### config.mk
export PLATFORM = sky130hd
export DESIGN_NAME = lsf_fifo
export DESIGN_NICKNAME = d
export VERILOG_FILES = /design/src/rtl/core/lsf_pkg.sv /design/src/rtl/core/lsf_fifo.sv
export SDC_FILE = /design/constraint.sdc
export NUM_CORES = 1
export LEC_CHECK = 0
export ABC_AREA = 1
export BUFFER_PORTS_ARGS = -buffer_cell sky130_fd_sc_hd__buf_2
export CAP_MARGIN = 20
export CORE_ASPECT_RATIO = 0.5
export CORE_MARGIN = 5
export CORE_UTILIZATION = 55
export CTS_BUF_LIST = sky130_fd_sc_hd__clkbuf_16
export DETAILED_ROUTE_END_ITERATION = 8
export PLACE_DENSITY_LB_ADDON = 0.12
export SETUP_SLACK_MARGIN = 0.1
export SLEW_MARGIN = 30
export SYNTH_ARGS = -nofsm -noshare
export SYNTH_HDL_FRONTEND = slang
export SYNTH_SLANG_ARGS = --single-unit
export TNS_END_PERCENT = 1
### constraint.sdc
create_clock -name clk -period 2.45 [get_ports clk]
set_clock_uncertainty 0.1 [all_clocks]
set_input_delay 0.1225 -clock clk [delete_from_list [all_inputs] [get_ports clk]]
set_output_delay 0.1225 -clock clk [all_outputs]
set_load 0.01 [all_outputs]
### src/rtl/core/lsf_pkg.sv
// Shared types, constants and helpers of the least-squares line fit block.
`default_nettype none

package lsf_pkg;

    // Default capacity of the point store
    localparam int DEF_MAX_POINTS = 16;

    // Width of one coordinate
    localparam int PT_W = 16;

    // Working width of the fit arithmetic; it holds every product of the sums
    // for a store of up to 256 points
    localparam int WIDE_W = 64;

    // Dividend width: working width plus the intercept's fraction shift
    localparam int DVD_W = WIDE_W + 8;

    // Depth of the queue between front and back
    localparam int QUEUE_DEPTH = 4;

    // Result status codes
    localparam logic [1:0] ST_OK       = 2'd0;
    localparam logic [1:0] ST_SINGULAR = 2'd1;
    localparam logic [1:0] ST_SAT      = 2'd2;
    localparam logic [1:0] ST_DROPPED  = 2'd3;

    // What the back does with a queued point
    typedef enum logic
    {
        KIND_STORE,
        KIND_DROP
    } kind_t;

    // One queued point
    typedef struct packed
    {
        logic signed [PT_W-1:0] x;
        logic signed [PT_W-1:0] y;
        kind_t                  kind;
        logic                   last;
    } q_item_t;

    // Back-end sequencer states
    typedef enum logic [3:0]
    {
        BK_ACCUM,
        BK_MUL_GO,
        BK_MUL_WAIT,
        BK_CHECK,
        BK_DIV1_GO,
        BK_DIV1_WAIT,
        BK_DIV2_GO,
        BK_DIV2_WAIT,
        BK_RES_RD,
        BK_RES_MUL,
        BK_RES_ACC,
        BK_FINISH,
        BK_OUT
    } back_state_t;

    // Queue status seen by the front
    typedef struct packed
    {
        logic full;
        logic empty;
    } q_status_t;

    // Turn a quotient magnitude into a saturated signed Q15.16 (slope) or
    // Q23.8 (intercept) value; the top bit of the result is the saturation flag.
    // A negative magnitude of exactly 2^31 is the most negative value, not saturated.
    function automatic logic [32:0] fix_quot(input logic [DVD_W-1:0] q, input logic neg);
        logic        sat;
        logic [31:0] val;
        sat = (|q[DVD_W-1:32]) || (q[31] && (!neg || (|q[30:0])));
        if (sat)
        begin
            val = neg ? 32'h8000_0000 : 32'h7FFF_FFFF;
        end
        else
        begin
            val = neg ? (32'd0 - q[31:0]) : q[31:0];
        end
        return {sat, val};
    endfunction

endpackage

`default_nettype wire

### src/rtl/core/lsf_fifo.sv
// Short queue of classified points between front and back.
`default_nettype none

module lsf_fifo (
    input  wire logic              clk,
    input  wire logic              rst_n,
    input  wire logic              push,
    input  wire lsf_pkg::q_item_t  push_item,
    input  wire logic              pop,
    output lsf_pkg::q_item_t       pop_item,
    output lsf_pkg::q_status_t     q_status
);

    localparam int DEPTH = lsf_pkg::QUEUE_DEPTH;
    localparam int PW    = $clog2(DEPTH);
    localparam int CNT_W = $clog2(DEPTH + 1);

    lsf_pkg::q_item_t slot_reg [DEPTH];
    logic [PW-1:0]    wr_ptr_reg;
    logic [PW-1:0]    rd_ptr_reg;
    logic [CNT_W-1:0] cnt_reg;

    assign q_status.full  = (cnt_reg == CNT_W'(DEPTH));
    assign q_status.empty = (cnt_reg == '0);
    assign pop_item       = slot_reg[rd_ptr_reg];

    // Hold entries
    always_ff @(posedge clk)
    begin
        if (push)
        begin
            slot_reg[wr_ptr_reg] <= push_item;
        end
    end

    // Advance pointers and count
    always_ff @(posedge clk or negedge rst_n)
    begin
        if (!rst_n)
        begin
            wr_ptr_reg <= '0;
            rd_ptr_reg <= '0;
            cnt_reg    <= '0;
        end
        else
        begin
            if (push)
            begin
                wr_ptr_reg <= (wr_ptr_reg == PW'(DEPTH - 1)) ? '0 : wr_ptr_reg + PW'(1);
            end
            if (pop)
            begin
                rd_ptr_reg <= (rd_ptr_reg == PW'(DEPTH - 1)) ? '0 : rd_ptr_reg + PW'(1);
            end
            if (push && !pop)
            begin
                cnt_reg <= cnt_reg + CNT_W'(1);
            end
            else if (pop && !push)
            begin
                cnt_reg <= cnt_reg - CNT_W'(1);
            end
        end
    end

endmodule

`default_nettype wire

After elaboration in Yosys (flattened, before gate mapping)
Memory sizes are Yosys's and may differ from the RTL's.
Index checks and enable logic that the tools add are counted.
- bits in read-only memories: 0
- register bits after elaboration: 7
- memories kept: 1
- bits of input ports: 38
- output and inout bits: 36
- bits in latches: 0
- logic and storage cells: 23
- memory bits (writable): 136
- memories (memory ; depth ; width ; read ports ; clocked after memory_dff ; write ports ; line ; text):
    slot_reg ; 4 ; 34 ; 1 ; 0 ; 1 ; lsf_fifo.sv:18 ; lsf_pkg::q_item_t slot_reg [DEPTH];
- multipliers: 0
- $lt $le $gt $ge: 0
- equality and inequality tests: 3
- reductions and logical operators: 6
- mux-type cells: 6
- div/mod/pow operators: 0
- bitwise logic cells: 0
- add/subtract/negate cells: 4
- shifts and indexed selects: 0
- operators by type and width (cell ; count):
    $mux 3 ; 2
    $add 2x1->2 const B ; 2
    $eq 2x2->1 const B ; 2
    $mux 2 ; 2
    $add 3x1->3 const B ; 1
    $eq 3x3->1 const B ; 1
    $logic_not 3->1 ; 1
    $sub 3x1->3 const B ; 1
    $logic_and 1x1->1 ; 2
    $logic_not 1->1 ; 2
    $mux 1 ; 2
    $reduce_bool 2->1 ; 1

Longest topological paths before layout
- depth in word-level cells: 4
- gate-level depth with buffers: 9

Least setup slack after synthesis
OpenSTA, ideal clock, no wires.
- path type: register to register
- start: reg wr_ptr_reg[0]
- end: mem slot_reg[2][0] (netlist name) (enable)
- slack: 0.629 ns
- cell stages (with the launch flop): 5
- buffers on the path: 0
- period minus slack after synthesis: 1.821 ns
- library setup time: 0.389 ns
- data arrival time: 1.332 ns
- cells stage by stage: dfrtp_1 -> inv_1 -> ha_1 -> nand2_1 -> inv_1
- RTL lines (what ; line ; text):
    start, declared ; lsf_fifo.sv:19 ; logic [PW-1:0] wr_ptr_reg;
    start signal, assigned ; lsf_fifo.sv:49 ; wr_ptr_reg <= (wr_ptr_reg == PW'(DEPTH - 1)) ? '0 : wr_ptr_reg + PW'(1);
    end, declared ; lsf_fifo.sv:18 ;
Straight into the memory's write port.

==> results.toml <==
[outcome]
status = "completed"

[global_routing]
grtUsageMet3_pct = 5.40
grt_pass1_vias = 3572
gr-usage-met1_pct = 22.9
grt_pass1_wl_um = 17800
gr-usage-met2_pct = 29.2
antenna_found_initial = 0
grt_busiest_layer = "met2"
grt_start_max_net_pins = 73
grt-ovfl-total = 0
grt_usage_pct = 17.8

[sta]
post-route-period-util_pct = 86.0
hold_viol = 0
timing.final.ws_setup_ps = 344
holdWs_ps = 364
clock.fmax_mhz = 475
slew_headroom_pct = 54.5
rsz0062_at_grt = "false"
min_period_ps = 2110
worst_pin_slew_ps = 682
drv_slew = 0
setup_viol = 0
fin_setup_tns_ps = 0

[hold_path]
hold_class = "in -> reg"

[power_and_ir_drop]
power_density_nw_per_um2 = 1120
power.leakage_nw = 2.99
switching_power_mw = 2.62
swShare_pct = 32.5
p_clk_share_pct = 30.5
p_total_mw = 8.08
p_seq_share_pct = 40.6
comb_power_share_pct = 28.9
p_int_mw = 5.46
irDropWorstVdd_mv = 0.755

[synth]
synth_top_area_share_pct = 69.2
seq_area_frac_synth_pct = 72.2
synth_cell_types = 18
ys_seq_elements = 143
yosys.area.top_type = "edfxtp_1"
syn_inst = 449
syn_avg_cell_area_um2 = 13.1
yosysMostFrequentCell = "edfxtp_1"
synth_fp_nets = 494
synth-edff-count = 136
synthFlopType = "edfxtp_1"
async_flop_share_pct = 4.90
syn_area_um2 = 5900
yosys_warnings = 0
synthTopCellsByCount = "edfxtp_1 (136), nand2_1 (117), inv_1 (79), o211ai_1 (68), buf_6 (10)"
synthTopCellsByArea = "edfxtp_1 (69%), o211ai_1 (8.7%), nand2_1 (7.4%), inv_1 (5.0%), dfrtp_1 (3.0%)"

[finish]
drive_gt1_share_pct = 19.6
num_antenna_cells = 0
stdcell_area_um2 = 7230
regArea_um2 = 4260
nFillCells = 725
multi_input_area_um2 = 1100
syn_to_final_growth_pct = 22.6
final_util_pct = 69.9
largest_reg_flops = 136
fin_nets = 609
final_cell_count_no_fill = 717

[setup_path]
crit_type = "reg -> out"
required_ps = 2230
crit_fanout = 72
setup.worst_path.start_class = "register"
cp.arrival_ps = 1880
setup.worst_path.end_class = "primary output"

[floorplan]
core_area_um2 = 10300
die_height_um = 83.2
fp.dieW_um = 156
start_util_pct = 57.0
io_pins = 74
dieArea_um2 = 13000
rows = 26

[route]
drt_wl_total_um = 10800
drt_iter0_markers = 185
via_count = 3551
viasPerCell = 4.95
dr.pass1.iters = 4
ant_nets = 0
avgRoutedWirePerCell_um = 15.1
drcViolationCount = 0

[placed_design]
dpl.hpwl_um = 6260
placed_area_um2 = 6270
place.gp.congestion = 0.721
dp_slack_ps = 709
io_buffers = 73
dp_cells = 647

[clock_network]
clkLatencyLatePin_ps = 410
cts_sinks = 143
cts_setup_buffers = 0
cts_root_buffer = "clkbuf_16"
clk_path_buf_depth = 2
cts_tree = "built"
htreeDepth = 4
clkTransAtPathRegs_ps = 60
cts_inserted_buffers = 17

[run]
maxCapViolCount = 0
[power groups by stage]
stage / clock network, mW / logic, mW / registers [mW]
finish: 2.47 / 2.33 / 3.28
global route: 2.63 / 2.63 / 3.32
CTS: 2.52 / 2.38 / 3.28
detailed placement: 0 / 2.33 / 3.32
global placement: 0 / 2.28 / 3.31
floorplan: 0 / 1.71 / 3.30
[per-layer routing]
layer | wire length (um) | vias up
met3 | 485 | 9
met1 | 4870 | 1684
met4 | 94 | 0
li1 | - | 1790
met2 | 5360 | 68
met5 | 0 | -
[logic make-up (layout without fill, tap and decap cells)]
kind of cell               after synthesis  in the layout  share of synthesized area (%)
buffers and inverters                  103            231                           9.10
adders and majority gates                7              7                           1.61
DFF                                    143            143                           72.2
xor gates and xnor gates                 1              1                          0.149
and+or+nand+nor                        123            123                           7.93
AOI/OAI and AO/OA                       72             72                           8.99
[layout by cell type, fill, tap and decap left out, drive strengths merged]
master,count
buf,80
bufinv,2
clkbuf,17
clkinv,10
clkinvlp,5
dfrtp,7
dlygate4sd3,38
edfxtp,136
fa,1
ha,6
inv,79
nand2,117
nand3,1
nand4,1
nor2,2
nor3,2
o211ai,68
o21ai,4
xnor2,1
[worst paths after layout]
kind,from,end,slack [ps],cells past startpoint
worst max-delay path,rd_ptr_reg[0],pop_item[33],340,6
worst min-delay path,push_item[32],slot_reg[0][32],360,2
worst max register to register,wr_ptr_reg[0],slot_reg[0][21],760,5
worst min register to register,cnt_reg[2],cnt_reg[2],400,2
max in group asynchronous,rst_n,cnt_reg[1],1390,3
min in group asynchronous,rst_n,wr_ptr_reg[1],610,3
[worst max-delay path, cell delays in order, from the launching register on]
cell	delay [ps]
dfrtp_1	450
inv_6	250
buf_12	310
nand2_1	90
o211ai_1	110
nand2_1	100
buf_2	150
[what timing repair did]
item	in CTS	in global routing
endpoints found under the hold margin	147	0
hold buffers	38	0
gates resized for setup	0	1
endpoints found under the setup margin	0	1
[layout make-up]
| cell class | count | share of cell area (%) |
|---|---|---|
| Multi-Input combinational cell | 203 | 15.2 |
| Inverter | 81 | 4.27 |
| Sequential cell | 143 | 58.9 |
| Clock buffer | 17 | 5.88 |
| Clock inverter | 15 | 2.04 |
| Timing Repair Buffer | 118 | 11.2 |
| Tap cell | 140 | 2.42 |
Power figures use the tool's default switching activity.
