<file path="config.mk">
export PLATFORM = sky130hd
export DESIGN_NAME = lsf_front
export DESIGN_NICKNAME = d
export VERILOG_FILES = /design/src/rtl/core/lsf_pkg.sv /design/src/rtl/core/lsf_front.sv
export SDC_FILE = /design/constraint.sdc
export NUM_CORES = 1
export LEC_CHECK = 0
export BUFFER_PORTS_ARGS = -buffer_cell sky130_fd_sc_hd__buf_2
export CAP_MARGIN = 20
export CORE_MARGIN = 2
export CORE_UTILIZATION = 28
export DETAILED_ROUTE_END_ITERATION = 6
export GPL_ROUTABILITY_DRIVEN = 0
export PLACE_DENSITY = 0.82
export SLEW_MARGIN = 20
export SYNTH_ARGS = -nofsm -noshare
export SYNTH_HDL_FRONTEND = slang
export SYNTH_SLANG_ARGS = --single-unit
</file>
<file path="constraint.sdc">
create_clock -name clk -period 1.4 [get_ports clk]
set_input_delay 0.21 -clock clk [delete_from_list [all_inputs] [get_ports clk]]
set_output_delay 0.21 -clock clk [all_outputs]
set_load 0.1 [all_outputs]
</file>
<file path="src/rtl/core/lsf_pkg.sv">
// Shared types, constants and helpers of the least-squares line fit block.
`default_nettype none

package lsf_pkg;

    // Default capacity of the point store
    localparam int DEF_MAX_POINTS = 16;

    // Width of one coordinate
    localparam int PT_W = 16;

    // Working width of the fit arithmetic; it holds every product of the sums
    // for a store of up to 256 points
    localparam int WIDE_W = 64;

    // Dividend width: working width plus the intercept's fraction shift
    localparam int DVD_W = WIDE_W + 8;

    // Depth of the queue between front and back
    localparam int QUEUE_DEPTH = 4;

    // Result status codes
    localparam logic [1:0] ST_OK       = 2'd0;
    localparam logic [1:0] ST_SINGULAR = 2'd1;
    localparam logic [1:0] ST_SAT      = 2'd2;
    localparam logic [1:0] ST_DROPPED  = 2'd3;

    // What the back does with a queued point
    typedef enum logic
    {
        KIND_STORE,
        KIND_DROP
    } kind_t;

    // One queued point
    typedef struct packed
    {
        logic signed [PT_W-1:0] x;
        logic signed [PT_W-1:0] y;
        kind_t                  kind;
        logic                   last;
    } q_item_t;

    // Back-end sequencer states
    typedef enum logic [3:0]
    {
        BK_ACCUM,
        BK_MUL_GO,
        BK_MUL_WAIT,
        BK_CHECK,
        BK_DIV1_GO,
        BK_DIV1_WAIT,
        BK_DIV2_GO,
        BK_DIV2_WAIT,
        BK_RES_RD,
        BK_RES_MUL,
        BK_RES_ACC,
        BK_FINISH,
        BK_OUT
    } back_state_t;

    // Queue status seen by the front
    typedef struct packed
    {
        logic full;
        logic empty;
    } q_status_t;

    // Turn a quotient magnitude into a saturated signed Q15.16 (slope) or
    // Q23.8 (intercept) value; the top bit of the result is the saturation flag.
    // A negative magnitude of exactly 2^31 is the most negative value, not saturated.
    function automatic logic [32:0] fix_quot(input logic [DVD_W-1:0] q, input logic neg);
        logic        sat;
        logic [31:0] val;
        sat = (|q[DVD_W-1:32]) || (q[31] && (!neg || (|q[30:0])));
        if (sat)
        begin
            val = neg ? 32'h8000_0000 : 32'h7FFF_FFFF;
        end
        else
        begin
            val = neg ? (32'd0 - q[31:0]) : q[31:0];
        end
        return {sat, val};
    endfunction

endpackage

`default_nettype wire

</file>
<file path="src/rtl/core/lsf_front.sv">
// Input front end: accepts points and classifies them as stored or dropped.
`default_nettype none

module lsf_front #(
    parameter int MAX_POINTS = lsf_pkg::DEF_MAX_POINTS
) (
    input  wire logic             clk,
    input  wire logic             rst_n,
    input  wire logic             s_axis_tvalid,
    output logic                  s_axis_tready,
    input  wire logic [31:0]      s_axis_tdata,
    input  wire logic             s_axis_tlast,
    input  wire lsf_pkg::q_status_t q_status,
    output logic                  push,
    output lsf_pkg::q_item_t      push_item
);

    localparam int CW = $clog2(MAX_POINTS + 1);

    logic [CW-1:0] cnt_reg;
    logic [CW-1:0] cnt_next;
    logic          full_set;

    // Take a transaction whenever the queue has room
    assign s_axis_tready = !q_status.full;
    assign push          = s_axis_tvalid && !q_status.full;
    assign full_set      = (cnt_reg == CW'(MAX_POINTS));

    // Classify the point
    always_comb
    begin
        push_item.x    = s_axis_tdata[15:0];
        push_item.y    = s_axis_tdata[31:16];
        push_item.kind = full_set ? lsf_pkg::KIND_DROP : lsf_pkg::KIND_STORE;
        push_item.last = s_axis_tlast;
    end

    // Track the stored count of the current set
    always_comb
    begin
        cnt_next = cnt_reg;
        if (push)
        begin
            if (s_axis_tlast)
            begin
                cnt_next = '0;
            end
            else if (!full_set)
            begin
                cnt_next = cnt_reg + CW'(1);
            end
        end
    end

    always_ff @(posedge clk or negedge rst_n)
    begin
        if (!rst_n)
        begin
            cnt_reg <= '0;
        end
        else
        begin
            cnt_reg <= cnt_next;
        end
    end

endmodule

`default_nettype wire

</file>
---- Word-level counts from Yosys, hierarchy flattened ----
Cells that the tools add are included.
cells by class
  add/sub/neg operators ................... 1
  equality and inequality tests ........... 2
  mux-type cells .......................... 3
  reduce and logical (&&, ||, !) cells .... 3
operator list
  cell                                                           count
  5-bit 2-to-1 mux                                               2
  5-bit by 1-bit adder with 5-bit output, second input constant  1
  5-bit equality test, second input constant                     1
  2-bit inequality test, second input constant                   1
  2-bit AND reduction                                            1
  1-bit logical AND                                              1
  1-bit logical NOT                                              1
  1-bit 2-to-1 mux                                               1
word-level totals
  bits in registers ....................... 5
  word-level logic and storage cells ...... 10

---- Depth between registers and ports, before layout ----
  word-level depth ........................ 3
  depth in mapped cells ................... 5
  mapped depth without buffers ............ 5

---- Least setup slack after synthesis ----
Ideal clock, no wire load.
  path kind ............................... reg2reg
  start point ............................. reg cnt_reg[0]
  end point ............................... reg cnt_reg[2]
  setup time .............................. 0.076 ns
  arrival ................................. 1.411 ns
  data required time ...................... 1.324 ns
  slack ................................... -0.087 ns
  cell stages (with the launch flop) ...... 6
  cells stage by stage .................... dfrtp_1 inv_1 ha_1 and4bb_4 or4b_1 o21ai_1
on the way
  cells in the longest elaborated chain, start to end .. 3
  elaborated cells on any way between the ends .. 6
RTL lines
  what                                    RTL line         text
  from (decl)                             lsf_front.sv:20  logic [CW-1:0] cnt_reg;
  from (signal assigned)                  lsf_front.sv:63  cnt_reg <= cnt_next;
  5-bit equality test                     lsf_front.sv:27  assign full_set = (cnt_reg == CW'(MAX_POINTS));
  net full_set                            lsf_front.sv:22  logic full_set;
  2-bit inequality test (no source line)  -
  2-bit AND reduction (no source line)    -
The timed path passes the listed nets, and every way through them passes these cells. The select of a mux whose other input is x is not followed.
A chain may end at the register's enable or synchronous reset.

==> impl_metrics.ini <==
[outcome]
outcome = finished with violations
failing_checks = setup timing

[worst_setup_path]
cp_max_fo = 3
worst_ep_required_time_ns = 1.19
r2r_cells = 6
cp-startpoint = cnt_reg[0]$_DFFE_PN0P_
critical_path_class = flip-flop to output pin
end_kind = output pin
worst_setup_path_start_kind = flip-flop
worstPathArrival_ns = 1.35
r2r-end = cnt_reg[0]$_DFFE_PN0P_
reg2reg_setup_slack_ns = -0.12
rr_startpoint = cnt_reg[0]$_DFFE_PN0P_
critical_path.endpoint = push_item[1]

[power_and_ir_drop]
sequentialPowerShare = 0.214
total_switching_power_uw = 368
cellPowerDensity_nw_per_um2 = 1790
p_comb_frac = 0.596
power_frac_clock = 0.191
p_leak_uw = 0.000237
vdd_ir_drop_max_mv = 0.652
switching_share = 0.408
internal_power_uw = 534

[timing]
period_minus_slack_ns = 1.56
finalSetupViolCount = 4
tightest_slew_ns = 0.485
report.final.slew_viol_count = 0
timing.max_slew.rel_slack = 0.679
rsz0062_at_grt = yes
final.period_utilization = 1.12
finalWorstSetupSlack_ns = -0.164
max_clock_freq_mhz = 639
hold_viol = 0
skew_ns = 0.00287

[cells_and_area]
nets = 91
finalCoreUtilization = 0.262
drive_gt1_frac = 0.440
largest_reg_flops = 5
insertedDiodeCount = 0
post_layout_nonfiller_instances = 77
fill_cells = 222
area_growth_syn_to_layout_pct = -10.4

[floorplan]
rows = 16
die_h_um = 48.8
initial_utilization = 0.293
io-pin-count = 74
core_area_um2 = 1920
die_area_um2 = 2390
die_width_um = 48.8

[clock_network]
cts-root-buf = sky130_fd_sc_hd__clkbuf_4
clkTransAtPathRegs_ns = 0.05
insertion_delay_ns = 0.24
tritoncts = yes
numCtsBuffers = 3
htree_levels = 1
cts_num_sinks = 5
cts_max_path_buffers = 2

[synthesis]
synth.yosys.seq_area_share = 0.222
post_synth_instance_area_um2 = 563
synth_fp_nets = 106
ys_ff_latch = 5
postSynthCellCount = 66
yosys.cell_types.count = 22
yosysWarningCount = 0
synthesis.area_per_instance_um2 = 8.53

[placement]
port_buffers = 8
post-dp-hpwl_um = 658
post-place-cells = 70

[routing]
route.antenna.remaining_nets = 0
route.final.wire_length_um = 924
avgRoutedWirePerCell_um = 12.0
via_density_per_instance = 4.32
drcViolationCount = 0
first_drt_iteration_drcs = 2
dr_total_vias = 333
first_pass_iters = 4

[global_routing]
vias_in_the_first_global_route = 328
overflow = 0
grt_pass1_wl_um = 1370
grt_start_max_net_pins = 10
groute.usage.overall = 0.0779
grt_antenna_before_repair = 0

[min_path]
hp-class = primary input to asynchronous set/reset pin

[flow_run]
drv.max_cap_violation_count = 0
==> synthesized netlist by cell type, drive strengths merged <==
cell type | n | share of area
buf | 34 | 0.45
dfrtp | 5 | 0.22
inv | 5 | 0.033
o21ai | 3 | 0.027
ha | 2 | 0.044
nand3 | 2 | 0.018
a21o | 1 | 0.016
a22o | 1 | 0.016
a311o | 1 | 0.018
a31oi | 1 | 0.011
and2 | 1 | 0.011
and4bb | 1 | 0.029
clkbuf | 1 | 0.0067
mux2 | 1 | 0.020
nand2 | 1 | 0.0067
nand2b | 1 | 0.011
nor2 | 1 | 0.0067
nor3 | 1 | 0.0089
nor4 | 1 | 0.011
or4 | 1 | 0.013
or4b | 1 | 0.018
==> worst max-delay path, stage by stage, from the launching register on <==
cell and delay, ns:
sky130_fd_sc_hd__dfrtp_1 0.38, sky130_fd_sc_hd__inv_1 0.06, sky130_fd_sc_hd__ha_1 0.14, sky130_fd_sc_hd__and4bb_4 0.27
sky130_fd_sc_hd__buf_6 0.10, sky130_fd_sc_hd__buf_12 0.16
==> worst min path at each step <==
| stage | from | endpoint | slack [ns] | cells past startpoint |
|---|---|---|---|---|
| after floorplan | rst_n | cnt_reg[0]$_DFFE_PN0P_ | -0.09 | 0 |
| after global placement | rst_n | cnt_reg[1]$_DFFE_PN0P_ | 0.03 | 1 |
| after detailed placement | rst_n | cnt_reg[0]$_DFFE_PN0P_ | 0.04 | 1 |
| after CTS | rst_n | cnt_reg[1]$_DFFE_PN0P_ | 0.31 | 2 |
| after global routing | rst_n | cnt_reg[1]$_DFFE_PN0P_ | 0.32 | 2 |
| final | rst_n | cnt_reg[1]$_DFFE_PN0P_ | 0.31 | 2 |
==> what timing repair did <==
| action | in CTS | in global routing |
|---|---|---|
| setup buffers | 0 | 2 |
| hold buffers | 1 | 0 |
| pin swaps | 2 | 3 |
| resized for setup | 1 | 3 |
| endpoints found under the setup margin | 2 | 3 |
| endpoints found under the hold margin | 5 | 0 |
==> kinds of logic after synthesis <==
logic type,Yosys count,synth area share
buffers and inverters,40,0.493
AND/OR/NAND/NOR,11,0.133
AO/OA/AOI/OAI,7,0.0867
flip-flops,5,0.222
adder cells (fa/ha/maj),2,0.0444
multiplexers,1,0.0200
==> power groups by stage <==
stage | logic, uW | clock network [uW] | registers, uW
finish | 537 | 172 | 193
global route | 563 | 194 | 194
CTS | 482 | 178 | 193
detailed placement | 465 | 0 | 196
global placement | 454 | 0 | 192
floorplan | 724 | 0 | 207
==> metal layers <==
metal / up-vias / routed length [um] / global-route usage
met1: 145 / 312 / 0.0687
met4: 0 / 43 / 0.0952
met3: 10 / 140 / 0.0460
li1: 152 / - / -
met2: 26 / 428 / 0.112
met5: - / 0 / 0
==> metrics by stage <==
stage	power [uW]	setup TNS, ns	worst slack (ns)	area [um2]	hold WS, ns
after CTS	853	-0.299	-0.171	478	0.311
final	902	-0.424	-0.164	504	0.310
after global placement	646	-0.0419	-0.0419	438	0.0303
after floorplan	931	-0.0871	-0.0871	563	-0.0856
after global routing	950	-0.553	-0.191	504	0.325
after detailed placement	661	-0.0867	-0.0867	438	0.0388
==> cells in the final DEF (no fill, tap or decap), drive strengths merged <==
cell type    Yosys  layout
dlygate4sd3      0       1
a21o             1       1
buf             34      14
a31oi            1       1
a311o            1       1
ha               2       2
nand3            2       2
clkbuf           1       4
o21ai            3       3
nor3             1       1
nand2            1       1
and2             1       1
nor2             1       1
dfrtp            5       5
or4b             1       1
nor4             1       1
nand2b           1       1
mux2             1       1
and4bb           1       1
or4              1       1
inv              5       5
a22o             1       1
==> layout make-up <==
type,instances,area (um2),area share
flip-flops and latches,5,125,0.248
inverters,5,18.8,0.0372
clock buffers,4,26.3,0.0521
multi-input cells,21,171,0.340
well taps,27,33.8,0.0670
repair buffers,15,129,0.256
Note: power is estimated with default switching activity, not from simulation.
